$ cat src/rtl/sdq_pkg.sv
// shared types and codes for the sorted double-ended queue
// no dependencies; used by the controller, the top level and the checker
`timescale 1ns / 1ps

package sdq_pkg;

  // default number of held values
  localparam int unsigned CAPACITY = 16;

  localparam int unsigned VALUE_W  = 32;
  localparam int unsigned STATUS_W = 2;
  localparam int unsigned COUNT_W  = 5;
  localparam int unsigned MODE_W   = 2;

  // request codes
  localparam logic [MODE_W-1:0] MODE_INSERT  = 2'd0;
  localparam logic [MODE_W-1:0] MODE_REM_MIN = 2'd1;
  localparam logic [MODE_W-1:0] MODE_REM_MAX = 2'd2;

  // status codes
  localparam logic [STATUS_W-1:0] ST_DONE  = 2'd0;
  localparam logic [STATUS_W-1:0] ST_EMPTY = 2'd1;
  localparam logic [STATUS_W-1:0] ST_FULL  = 2'd2;

  // finished request from the controller to the output stage
  typedef struct packed {
    logic                       valid;
    logic [STATUS_W-1:0]        status;
    logic signed [VALUE_W-1:0]  removed;
    logic [COUNT_W-1:0]         count;
    logic signed [VALUE_W-1:0]  min_value;
    logic signed [VALUE_W-1:0]  max_value;
  } rsp_t;

endpackage

$ cat src/rtl/sorted_double_ended_queue.sv
// top level of the sorted double-ended queue: controller and result register
// depends on sdq_pkg, sdq_ctrl (which holds the sdq_ram)
`timescale 1ns / 1ps

// Usage:
//   A request beat (mode_i, value_i) is taken at a rising edge with start_i
//   high and busy_o low. Mode insert puts value_i at its sorted place, ahead
//   of equal values; the remove modes take out the smallest or the largest.
//   Each request yields one result beat, marked by done_o for one cycle:
//   status_o, removed_value_o, count_o, min_value_o and max_value_o.
//   From accept to done_o: an insert into an empty list, full/empty
//   reports, unused codes and removing the only entry pass the response
//   state and the result register; a removal that leaves entries behind
//   first reads the new end back from ram; an insert into a non-empty
//   list walks over each held entry that is not below the new value
//   (worst case the whole list), reading and moving one ram entry per
//   cycle through a single compare. busy_o stays high until the result is
//   registered, so one request is in flight at a time; a new request may
//   start in the cycle that done_o is shown.
//   Values sit in a ring buffer in ram, so removing either end is one step.
//   Reset empties the list at once; the ram is not cleared.
//   The receiver cannot stall: each result beat is shown once and is gone.

module sorted_double_ended_queue #(
  parameter int unsigned CAPACITY = sdq_pkg::CAPACITY
) (
  input  logic                                clk_i,
  input  logic                                rst_ni,
  input  logic                                start_i,
  output logic                                busy_o,
  input  logic [sdq_pkg::MODE_W-1:0]          mode_i,
  input  logic signed [sdq_pkg::VALUE_W-1:0]  value_i,
  output logic                                done_o,
  output logic [sdq_pkg::STATUS_W-1:0]        status_o,
  output logic signed [sdq_pkg::VALUE_W-1:0]  removed_value_o,
  output logic [sdq_pkg::COUNT_W-1:0]         count_o,
  output logic signed [sdq_pkg::VALUE_W-1:0]  min_value_o,
  output logic signed [sdq_pkg::VALUE_W-1:0]  max_value_o
);

  sdq_pkg::rsp_t rsp;
  logic          ctrl_busy;
  logic          done_q;

  sdq_ctrl #(
    .CAPACITY (CAPACITY)
  ) u_ctrl (
    .clk_i   (clk_i),
    .rst_ni  (rst_ni),
    .start_i (start_i && !busy_o),
    .mode_i  (mode_i),
    .value_i (value_i),
    .busy_o  (ctrl_busy),
    .rsp_o   (rsp)
  );

  assign busy_o = ctrl_busy;

  // result strobe
  always_ff @(posedge clk_i or negedge rst_ni) begin
    if (!rst_ni) begin
      done_q <= 1'b0;
    end else begin
      done_q <= rsp.valid;
    end
  end

  // result beat payload
  always_ff @(posedge clk_i) begin
    if (rsp.valid) begin
      status_o        <= rsp.status;
      removed_value_o <= rsp.removed;
      count_o         <= rsp.count;
      min_value_o     <= rsp.min_value;
      max_value_o     <= rsp.max_value;
    end
  end

  assign done_o = done_q;

endmodule

$ cat src/rtl/sdq_ram.sv
// generic single-write, single-read ram with registered read data
// no dependencies
`timescale 1ns / 1ps

module sdq_ram #(
  parameter int unsigned WIDTH = 32,
  parameter int unsigned DEPTH = 16
) (
  input  logic                     clk_i,
  input  logic                     we_i,
  input  logic [$clog2(DEPTH)-1:0] waddr_i,
  input  logic [WIDTH-1:0]         wdata_i,
  input  logic                     re_i,
  input  logic [$clog2(DEPTH)-1:0] raddr_i,
  output logic [WIDTH-1:0]         rdata_o
);

  logic [WIDTH-1:0] mem_q [DEPTH];

  // write port
  always_ff @(posedge clk_i) begin
    if (we_i) begin
      mem_q[waddr_i] <= wdata_i;
    end
  end

  // registered read port
  always_ff @(posedge clk_i) begin
    if (re_i) begin
      rdata_o <= mem_q[raddr_i];
    end
  end

endmodule

$ cat src/rtl/sdq_ctrl.sv
// sequencer for the sorted queue: ring pointers, count, min/max tracking
// and the insert walk over one shared compare; depends on sdq_pkg, sdq_ram
`timescale 1ns / 1ps

module sdq_ctrl #(
  parameter int unsigned CAPACITY = sdq_pkg::CAPACITY
) (
  input  logic                              clk_i,
  input  logic                              rst_ni,
  input  logic                              start_i,
  input  logic [sdq_pkg::MODE_W-1:0]        mode_i,
  input  logic signed [sdq_pkg::VALUE_W-1:0] value_i,
  output logic                              busy_o,
  output sdq_pkg::rsp_t                     rsp_o
);

  localparam int unsigned AW = $clog2(CAPACITY);
  localparam int unsigned CW = $clog2(CAPACITY + 1);
  localparam int unsigned VW = sdq_pkg::VALUE_W;

  localparam logic [2:0] S_IDLE  = 3'd0;
  localparam logic [2:0] S_CMP   = 3'd1;
  localparam logic [2:0] S_PLACE = 3'd2;
  localparam logic [2:0] S_FMIN  = 3'd3;
  localparam logic [2:0] S_FMAX  = 3'd4;
  localparam logic [2:0] S_RESP  = 3'd5;

  // ring pointer step with wrap at the capacity
  function automatic logic [AW-1:0] ptr_inc(input logic [AW-1:0] p);
    return (p == AW'(CAPACITY - 1)) ? '0 : p + 1'b1;
  endfunction

  function automatic logic [AW-1:0] ptr_dec(input logic [AW-1:0] p);
    return (p == '0) ? AW'(CAPACITY - 1) : p - 1'b1;
  endfunction

  logic [2:0]                     state_q, state_d;
  logic signed [VW-1:0]           value_q, value_d;
  logic [sdq_pkg::STATUS_W-1:0]   status_q, status_d;
  logic signed [VW-1:0]           removed_q, removed_d;
  logic [CW-1:0]                  count_q, count_d;
  logic [CW-1:0]                  steps_q, steps_d;
  logic [AW-1:0]                  head_q, head_d;
  logic [AW-1:0]                  tail_q, tail_d;
  logic [AW-1:0]                  wr_q, wr_d;
  logic [AW-1:0]                  rd_q, rd_d;
  logic signed [VW-1:0]           min_q, min_d;
  logic signed [VW-1:0]           max_q, max_d;

  logic                           ram_we;
  logic [AW-1:0]                  ram_waddr;
  logic [VW-1:0]                  ram_wdata;
  logic                           ram_re;
  logic [AW-1:0]                  ram_raddr;
  logic [VW-1:0]                  ram_rdata;
  logic signed [VW-1:0]           rd_val;
  logic                           shift_up;
  logic [CW+4:0]                  count_wide;

  sdq_ram #(
    .WIDTH (VW),
    .DEPTH (CAPACITY)
  ) u_ram (
    .clk_i   (clk_i),
    .we_i    (ram_we),
    .waddr_i (ram_waddr),
    .wdata_i (ram_wdata),
    .re_i    (ram_re),
    .raddr_i (ram_raddr),
    .rdata_o (ram_rdata)
  );

  // shared compare: entry at or above the new value moves up one slot
  assign rd_val   = $signed(ram_rdata);
  assign shift_up = (rd_val >= value_q);

  // sequencer
  always_comb begin
    state_d   = state_q;
    value_d   = value_q;
    status_d  = status_q;
    removed_d = removed_q;
    count_d   = count_q;
    steps_d   = steps_q;
    head_d    = head_q;
    tail_d    = tail_q;
    wr_d      = wr_q;
    rd_d      = rd_q;
    min_d     = min_q;
    max_d     = max_q;
    ram_we    = 1'b0;
    ram_waddr = wr_q;
    ram_wdata = ram_rdata;
    ram_re    = 1'b0;
    ram_raddr = rd_q;

    unique case (state_q)
      S_IDLE: begin
        if (start_i) begin
          value_d   = value_i;
          status_d  = sdq_pkg::ST_DONE;
          removed_d = '0;
          state_d   = S_RESP;
          unique case (mode_i)
            sdq_pkg::MODE_INSERT: begin
              if (count_q == CW'(CAPACITY)) begin
                status_d = sdq_pkg::ST_FULL;
              end else begin
                count_d = count_q + 1'b1;
                tail_d  = ptr_inc(tail_q);
                if (count_q == '0) begin
                  ram_we    = 1'b1;
                  ram_waddr = tail_q;
                  ram_wdata = value_i;
                  min_d     = value_i;
                  max_d     = value_i;
                end else begin
                  if (value_i <= min_q) min_d = value_i;
                  if (value_i > max_q) max_d = value_i;
                  wr_d      = tail_q;
                  rd_d      = ptr_dec(tail_q);
                  steps_d   = count_q;
                  ram_re    = 1'b1;
                  ram_raddr = ptr_dec(tail_q);
                  state_d   = S_CMP;
                end
              end
            end
            sdq_pkg::MODE_REM_MIN: begin
              if (count_q == '0) begin
                status_d = sdq_pkg::ST_EMPTY;
              end else begin
                removed_d = min_q;
                head_d    = ptr_inc(head_q);
                count_d   = count_q - 1'b1;
                if (count_q != CW'(1)) begin
                  ram_re    = 1'b1;
                  ram_raddr = ptr_inc(head_q);
                  state_d   = S_FMIN;
                end
              end
            end
            sdq_pkg::MODE_REM_MAX: begin
              if (count_q == '0) begin
                status_d = sdq_pkg::ST_EMPTY;
              end else begin
                removed_d = max_q;
                tail_d    = ptr_dec(tail_q);
                count_d   = count_q - 1'b1;
                if (count_q != CW'(1)) begin
                  ram_re    = 1'b1;
                  ram_raddr = ptr_dec(ptr_dec(tail_q));
                  state_d   = S_FMAX;
                end
              end
            end
            default: begin
              // unused code: report the list unchanged
            end
          endcase
        end
      end
      S_CMP: begin
        ram_we = 1'b1;
        if (shift_up) begin
          ram_waddr = wr_q;
          ram_wdata = ram_rdata;
          wr_d      = rd_q;
          rd_d      = ptr_dec(rd_q);
          steps_d   = steps_q - 1'b1;
          if (steps_q == CW'(1)) begin
            state_d = S_PLACE;
          end else begin
            ram_re    = 1'b1;
            ram_raddr = ptr_dec(rd_q);
          end
        end else begin
          ram_waddr = wr_q;
          ram_wdata = value_q;
          state_d   = S_RESP;
        end
      end
      S_PLACE: begin
        ram_we    = 1'b1;
        ram_waddr = wr_q;
        ram_wdata = value_q;
        state_d   = S_RESP;
      end
      S_FMIN: begin
        min_d   = rd_val;
        state_d = S_RESP;
      end
      S_FMAX: begin
        max_d   = rd_val;
        state_d = S_RESP;
      end
      S_RESP: begin
        state_d = S_IDLE;
      end
      default: begin
        state_d = S_IDLE;
      end
    endcase
  end

  // control state
  always_ff @(posedge clk_i or negedge rst_ni) begin
    if (!rst_ni) begin
      state_q <= S_IDLE;
      count_q <= '0;
      head_q  <= '0;
      tail_q  <= '0;
    end else begin
      state_q <= state_d;
      count_q <= count_d;
      head_q  <= head_d;
      tail_q  <= tail_d;
    end
  end

  // payload and walk registers
  always_ff @(posedge clk_i) begin
    value_q   <= value_d;
    status_q  <= status_d;
    removed_q <= removed_d;
    steps_q   <= steps_d;
    wr_q      <= wr_d;
    rd_q      <= rd_d;
    min_q     <= min_d;
    max_q     <= max_d;
  end

  // response beat, count folded to the field width
  assign count_wide = {5'b0, count_q};

  assign busy_o          = (state_q != S_IDLE);
  assign rsp_o.valid     = (state_q == S_RESP);
  assign rsp_o.status    = status_q;
  assign rsp_o.removed   = removed_q;
  assign rsp_o.count     = count_wide[4:0];
  assign rsp_o.min_value = (count_q == '0) ? '0 : min_q;
  assign rsp_o.max_value = (count_q == '0) ? '0 : max_q;

endmodule

$ cat config.mk
export PLATFORM = sky130hd
export DESIGN_NAME = sorted_double_ended_queue
export DESIGN_NICKNAME = d
export VERILOG_FILES = /design/src/rtl/sdq_pkg.sv /design/src/rtl/sorted_double_ended_queue.sv /design/src/rtl/sdq_ram.sv /design/src/rtl/sdq_ctrl.sv
export SDC_FILE = /design/constraint.sdc
export NUM_CORES = 1
export LEC_CHECK = 0
export ABC_AREA = 1
export BUFFER_PORTS_ARGS = -buffer_cell sky130_fd_sc_hd__buf_2
export CAP_MARGIN = 20
export CORE_MARGIN = 3
export CORE_UTILIZATION = 40
export DETAILED_ROUTE_END_ITERATION = 10
export PLACE_DENSITY_LB_ADDON = 0.3
export SLEW_MARGIN = 30
export SYNTH_ARGS = -nofsm -noshare
export SYNTH_HDL_FRONTEND = slang
export SYNTH_HIERARCHICAL = 1
export SYNTH_SLANG_ARGS = --single-unit
$ cat constraint.sdc
create_clock -name clk_i -period 11.9 [get_ports clk_i]
set_clock_uncertainty 0.2 [all_clocks]
set_input_delay 2.975 -clock clk_i [delete_from_list [all_inputs] [get_ports clk_i]]
set_output_delay 2.975 -clock clk_i [all_outputs]
set_load 0.01 [all_outputs]
==> results of run 1 <==
-- cells in the mapped netlist, types with 5 or more instances --
library cell	instances	area share (%)
inv_1	640	6.3
xor2_1	8	0.19
a21oi_1	108	1.4
nor2_2	5	0.083
buf_1	18	0.18
inv_2	8	0.079
buf_4	13	0.26
nor3_1	9	0.12
xnor2_1	5	0.12
nand2_1	1134	11
buf_2	52	0.69
nand4_1	14	0.23
nand3_1	431	5.7
o21a_1	5	0.099
ha_1	111	3.7
nor2_1	52	0.52
o211ai_1	5	0.099
dfrtp_1	17	1.1
buf_6	34	1.0
clkbuf_1	40	0.40
o21ai_0	176	2.3
nand3b_1	5	0.099
o21ai_1	21	0.28
edfxtp_1	790	63
-- flip-flops by register name (all words and copies together), names as in the netlist, 5 cells and up --
register,flops
count_o,5
max_value_o,32
min_value_o,32
removed_value_o,32
u_ctrl/count_q,5
u_ctrl/max_q,32
u_ctrl/min_q,32
u_ctrl/removed_q,32
u_ctrl/steps_q,5
u_ctrl/u_ram/mem_q,512
u_ctrl/u_ram/rdata_o,32
u_ctrl/value_q,32
-- area by class of cell --
type / count / area share (%)
diodes: 2 / 0.0119
clock buffers: 95 / 4.90
clock inverters: 48 / 0.902
inverters: 650 / 5.81
multi-input cells: 2122 / 24.8
flip-flops and latches: 807 / 57.2
well taps: 1254 / 3.72
repair buffers: 191 / 2.64
-- metrics by stage --
step	worst slack, ns	cells	hold WS (ns)
after CTS	5.01	5167	0.218
after floorplan	3.18	3738	0.200
after global placement	4.42	5023	0.202
final	4.93	5169	0.217
after global routing	4.60	5169	0.224
after detailed placement	4.37	5024	0.205
-- worst max-delay path, stage by stage --
cell,delay (ns)
buf_2,0.10
inv_1,0.07
ha_1,0.20
buf_4,0.26
o21ai_0,0.34
a21oi_1,0.15
o21ai_0,0.32
nand3_4,0.70
inv_6,0.87
buf_4,0.71
nand3_1,0.17
nand3_1,0.12
nand3_1,0.07
nand2_1,0.07
-- routing by layer --
metal	part of all wire, %	track usage [%]	vias to the layer above	wire length (microns)
li1	-	-	12500	-
met1	43	25.5	12300	40800
met2	48	32.5	806	45800
met3	5.6	2.13	163	5300
met4	3.0	6.75	0	2800
met5	0	0	-	0
-- logic make-up (layout without fill, tap and decap cells) --
kind of cell	count (synthesis)	count (layout)
AOI/OAI and AO/OA	331	331
xor gates and xnor gates	13	13
adders and majority gates	111	111
buffers and inverters	809	984
DFF	807	807
muxes	1	1
other	0	2
and+or+nand+nor	1666	1666
-- worst min path at each step --
stage / depth (start not counted) / to / startpoint / slack, ns
after floorplan: 0 / removed_value_o[0] / u_ctrl/removed_q[0] / 0.20
after global placement: 0 / removed_value_o[23] / u_ctrl/removed_q[23] / 0.20
after detailed placement: 0 / removed_value_o[15] / u_ctrl/removed_q[15] / 0.20
after CTS: 0 / removed_value_o[15] / u_ctrl/removed_q[15] / 0.22
after global routing: 0 / removed_value_o[18] / u_ctrl/removed_q[18] / 0.22
final: 0 / removed_value_o[9] / u_ctrl/removed_q[9] / 0.22
==> impl_metrics.py, run 1 <==
metrics = {
    "timing": {
        "worstMarginPinSlew_ns": 0.943,
        "fin_crit_sh_pct": 58.6,
        "slew_violations": 0,
        "fin_crit_ns": 6.97,
        "hold_viol": 0,
        "rsz0062_at_grt": "no",
        "tns_ns": 0,
        "max_freq_mhz": 144,
        "relSlewSlack_pct": 37.1,
        "finalSetupViolCount": 0,
    },
    "worst_setup_path": {
        "crit_fanout": 73,
        "required_ns": 12.21,
        "reg2reg_depth": 19,
        "cp.arrival_ns": 7.28,
        "crit_start": "mode_i[0]",
        "r2r-start": "u_ctrl/u_ram/rdata_o[25]",
        "cp-start-kind": "primary input",
        "crit_type": "in -> reg",
        "r2r_slack_ns": 6.30,
        "rr_endpoint": "u_ctrl/u_ram/rdata_o[13]",
        "cp-end-kind": "flip-flop",
        "endpoint": "u_ctrl/u_ram/rdata_o[13]",
    },
    "logic_synthesis": {
        "synthMuxAreaShare_pct": 0.0265,
        "ys.flop_type": "edfxtp_1",
        "synth_adder_area_share_pct": 3.67,
        "postSynthCellCount": 3738,
        "synth_top_family_by_area": "simple AND/OR/NAND/NOR gates",
        "synth-seq-cells": 807,
        "synth-simple-area-share_pct": 18.5,
        "synth_xor_area_share_pct": 0.301,
        "synthArstFlopShare_pct": 2.11,
        "yosys_warnings": 6,
        "syn_nets": 3886,
        "synth_edf_count": 790,
        "synth_compound_area_share_pct": 4.58,
        "ys_types": 50,
        "syn_area_per_cell_sq_um": 10.1,
        "syn_area_sq_um": 37800,
        "seq_area_frac_synth_pct": 63.8,
    },
    "drt": {
        "post-route-drc-count": 0,
        "wirelength_mm": 94.7,
        "vias": 25800,
        "drt-vias-per-instance": 4.99,
        "drt_iter0_markers": 2342,
        "wl_per_cell_microns": 18.3,
        "drtAntennaViolNets": 0,
        "drt-pass1-iter-count": 5,
    },
    "layout": {
        "regArea_sq_um": 24100,
        "layout.nets": 4000,
        "syn_to_final_growth_pct": 11.5,
        "fin_util_pct": 45.1,
        "layout_common_cells": "1131 x nand2_1, 790 x edfxtp_1, 639 x inv_1",
        "multi_input_area_sq_um": 10500,
        "n_fill_cell": 8812,
        "final_common_cell": "nand2_1",
        "drive_above_1_share_pct": 9.17,
        "fin_area_sq_um": 42200,
    },
    "clock_tree": {
        "cts_tree": "built",
        "cts_buffers": 80,
        "htree_levels": 3,
        "post-cts-setup-buffers": 0,
        "cts.clk_slew.worst_paths_ns": 0.06,
        "cts-root-buf": "clkbuf_16",
        "clock_latency_ns": 0.65,
        "cts.path.max_buffers": 3,
        "cts-resized-gates": 0,
        "cts_sinks": 807,
        "holdBufCountCts": 0,
    },
    "global_route": {
        "antenna_found_initial": 2,
        "grt_max_degree": 94,
        "first_global_vias": 24800,
        "grtUsageTotal_pct": 19.1,
        "grt_pass1_wl_mm": 146,
        "grt-ovfl-total": 0,
    },
    "floorplanning": {
        "fp.dieW_microns": 314,
        "initial_utilization_pct": 40.4,
        "io_pins": 142,
        "die_y_microns": 314,
        "row_count": 112,
        "core_sq_um": 93600,
        "die-area_sq_um": 98300,
    },
    "placement": {
        "routabilityCongestion": 0.868,
        "portBuffers": 141,
        "hpwl_mm": 54.9,
        "dpl_cell_area_sq_um": 39700,
    },
    "min_path": {
        "hold_class": "reg -> reg",
    },
    "run_status": {
        "status": "complete, no violations",
    },
    "job": {
        "drv_cap": 0,
    },
}
Power of run 1 is not shown: default switching activity piles up to over one toggle a cycle in this logic, so the estimate is an artifact.
==> inputs of run 2 (changes only) <==
==> constraint.sdc (replaced) <==
create_clock -name clk_i -period 6.11 [get_ports clk_i]
set_clock_uncertainty 0.2 [all_clocks]
set_input_delay 1.5275 -clock clk_i [delete_from_list [all_inputs] [get_ports clk_i]]
set_output_delay 1.5275 -clock clk_i [all_outputs]
set_load 0.01 [all_outputs]
==> run 2 against run 1 <==
Routed wire length is 2.8% lower. Setup slack worse by 3.8 ns. Utilization is 0.42 points higher. Largest cell class unchanged. Flip-flop and latch count stayed put. First-iteration DRC count is 12% higher. Global-route usage is 0.48 points lower. Via count is 0.36% lower. Critical path type is now reg -> reg. Register-to-register slack worse by 5.2 ns. Hold slack hardly changed. Count of clock-buffer cells in the layout is 2 higher.
==> impl_metrics.py, run 2 (synthesis gave the netlist of run 1 again) <==
metrics = {
    "worst_setup_path": {
        "r2r_slack_ns": 1.12,
        "endpoint": "u_ctrl/u_ram/mem_q[4][17]",
        "required_ns": 6.23,
        "cp.arrival_ns": 5.11,
        "cp-end-kind": "flip-flop",
        "r2r-start": "u_ctrl/state_q[1]",
        "crit_fanout": 36,
        "reg2reg_depth": 12,
        "crit_start": "u_ctrl/state_q[1]",
        "rr_endpoint": "u_ctrl/u_ram/mem_q[4][17]",
        "crit_type": "reg -> reg",
        "cp-start-kind": "flip-flop",
    },
    "global_route": {
        "antenna_found_initial": 5,
        "first_global_vias": 24500,
        "grtUsageTotal_pct": 18.6,
        "grt_pass1_wl_mm": 143,
        "grt-ovfl-total": 0,
        "grt_max_degree": 129,
    },
    "timing": {
        "hold_viol": 0,
        "rsz0062_at_grt": "no",
        "tns_ns": 0,
        "timing.final.ws_setup_ns": 1.12,
        "finalSetupViolCount": 0,
        "fin_crit_ns": 4.99,
        "relSlewSlack_pct": 38.5,
        "slew_violations": 0,
        "fin_crit_sh_pct": 81.6,
        "max_freq_mhz": 201,
        "worstMarginPinSlew_ns": 0.923,
    },
    "clock_tree": {
        "htree_levels": 3,
        "post-cts-setup-buffers": 0,
        "cts.clk_slew.worst_paths_ns": 0.06,
        "cts-root-buf": "clkbuf_16",
        "cts_tree": "built",
        "cts-resized-gates": 0,
        "cts_buffers": 83,
        "cts_sinks": 807,
        "clock_latency_ns": 0.64,
        "cts.path.max_buffers": 3,
        "holdBufCountCts": 0,
    },
    "drt": {
        "drt-vias-per-instance": 4.95,
        "drt-pass1-iter-count": 5,
        "post-route-drc-count": 0,
        "drt_iter0_markers": 2620,
        "drtAntennaViolNets": 0,
        "wirelength_mm": 92.1,
        "wl_per_cell_microns": 17.7,
        "vias": 25700,
    },
    "placement": {
        "dpl.cell_count": 5032,
        "portBuffers": 141,
        "dpl_cell_area_sq_um": 39900,
        "routabilityCongestion": 0.865,
        "place_ws_ns": 0.876,
        "hpwl_mm": 59.5,
    },
    "min_path": {
        "hold_class": "reg -> reg",
    },
    "layout": {
        "regArea_sq_um": 24100,
        "n_fill_cell": 8690,
        "top_register": "u_ctrl/u_ram/mem_q",
        "largest_register_ffs": 512,
        "syn_to_final_growth_pct": 12.5,
        "layout_common_cells": "1131 x nand2_1, 790 x edfxtp_1, 639 x inv_1",
        "final_common_cell": "nand2_1",
        "multi_input_area_sq_um": 10500,
        "layout.nets": 4011,
        "fin_cells": 5187,
        "drive_above_1_share_pct": 9.60,
        "fin_area_sq_um": 42600,
    },
    "floorplanning": {
        "fp.dieW_microns": 314,
        "die_y_microns": 314,
        "row_count": 112,
        "io_pins": 142,
        "die-area_sq_um": 98300,
        "core_sq_um": 93600,
        "initial_utilization_pct": 40.4,
    },
    "run_status": {
        "status": "complete, no violations",
    },
    "job": {
        "drv_cap": 0,
    },
}
-- run 2: changes by cell type in the layout (fill, tap and decap cells not counted), moves of 2 or more --
cell       before  now
buf_12          0    8
buf_4          46   49
buf_6           3    0
bufinv_16       2    7
clkbuf_16      80   84
clkinv_2       16   14
clkinv_4        1    3
diode_2         2    4
inv_4           0    2
-- run 2: how the worst min path moves through the flow --
stage          cells past startpoint                   to  slack (ns)            startpoint
2_1_floorplan                      0   removed_value_o[0]        0.20   u_ctrl/removed_q[0]
3_3_place_gp                       0   removed_value_o[5]        0.20   u_ctrl/removed_q[5]
3_5_place_dp                       0   removed_value_o[0]        0.20   u_ctrl/removed_q[0]
4_1_cts                            0  removed_value_o[25]        0.22  u_ctrl/removed_q[25]
5_1_grt                            0   removed_value_o[9]        0.22   u_ctrl/removed_q[9]
6_report                           0  removed_value_o[25]        0.22  u_ctrl/removed_q[25]
-- run 2: per-stage QoR --
stage | utilization [%] | hold WS [ns]
3_5_place_dp | 42.6 | 0.205
5_1_grt | 45.5 | 0.222
3_3_place_gp | 42.6 | 0.203
2_1_floorplan | - | 0.200
4_1_cts | 45.5 | 0.217
6_report | 45.5 | 0.217
-- run 2: routing by layer --
metal	wire (microns)	vias to the layer above	track usage, %
met4	1760	2	4.99
met2	42800	845	30.4
met3	6300	123	2.67
li1	-	12500	-
met1	41200	12200	26.2
met5	15	-	0
-- run 2: layout make-up --
| class | instances | area share (%) |
|---|---|---|
| sequential | 807 | 56.7 |
| antenna | 4 | 0.0235 |
| clock inverter | 54 | 1.25 |
| clock buffer | 97 | 5.05 |
| timing repair buffer | 199 | 2.96 |
| multi-input combinational | 2122 | 24.6 |
| tap | 1254 | 3.69 |
| inverter | 650 | 5.75 |
-- run 2: critical path: stages (launching register included) --
cell      delay [ns]
dfrtp_1         0.48
nor2_1          0.20
inv_2           0.09
nor2_8          0.44
inv_2           0.32
nor2_2          0.20
inv_1           0.12
nor3_4          0.31
nand2_1         0.38
o21ai_0         0.49
nand3b_1        0.45
nor2_4          0.58
buf_4           0.38
Power of run 2 is left out for the same reason.
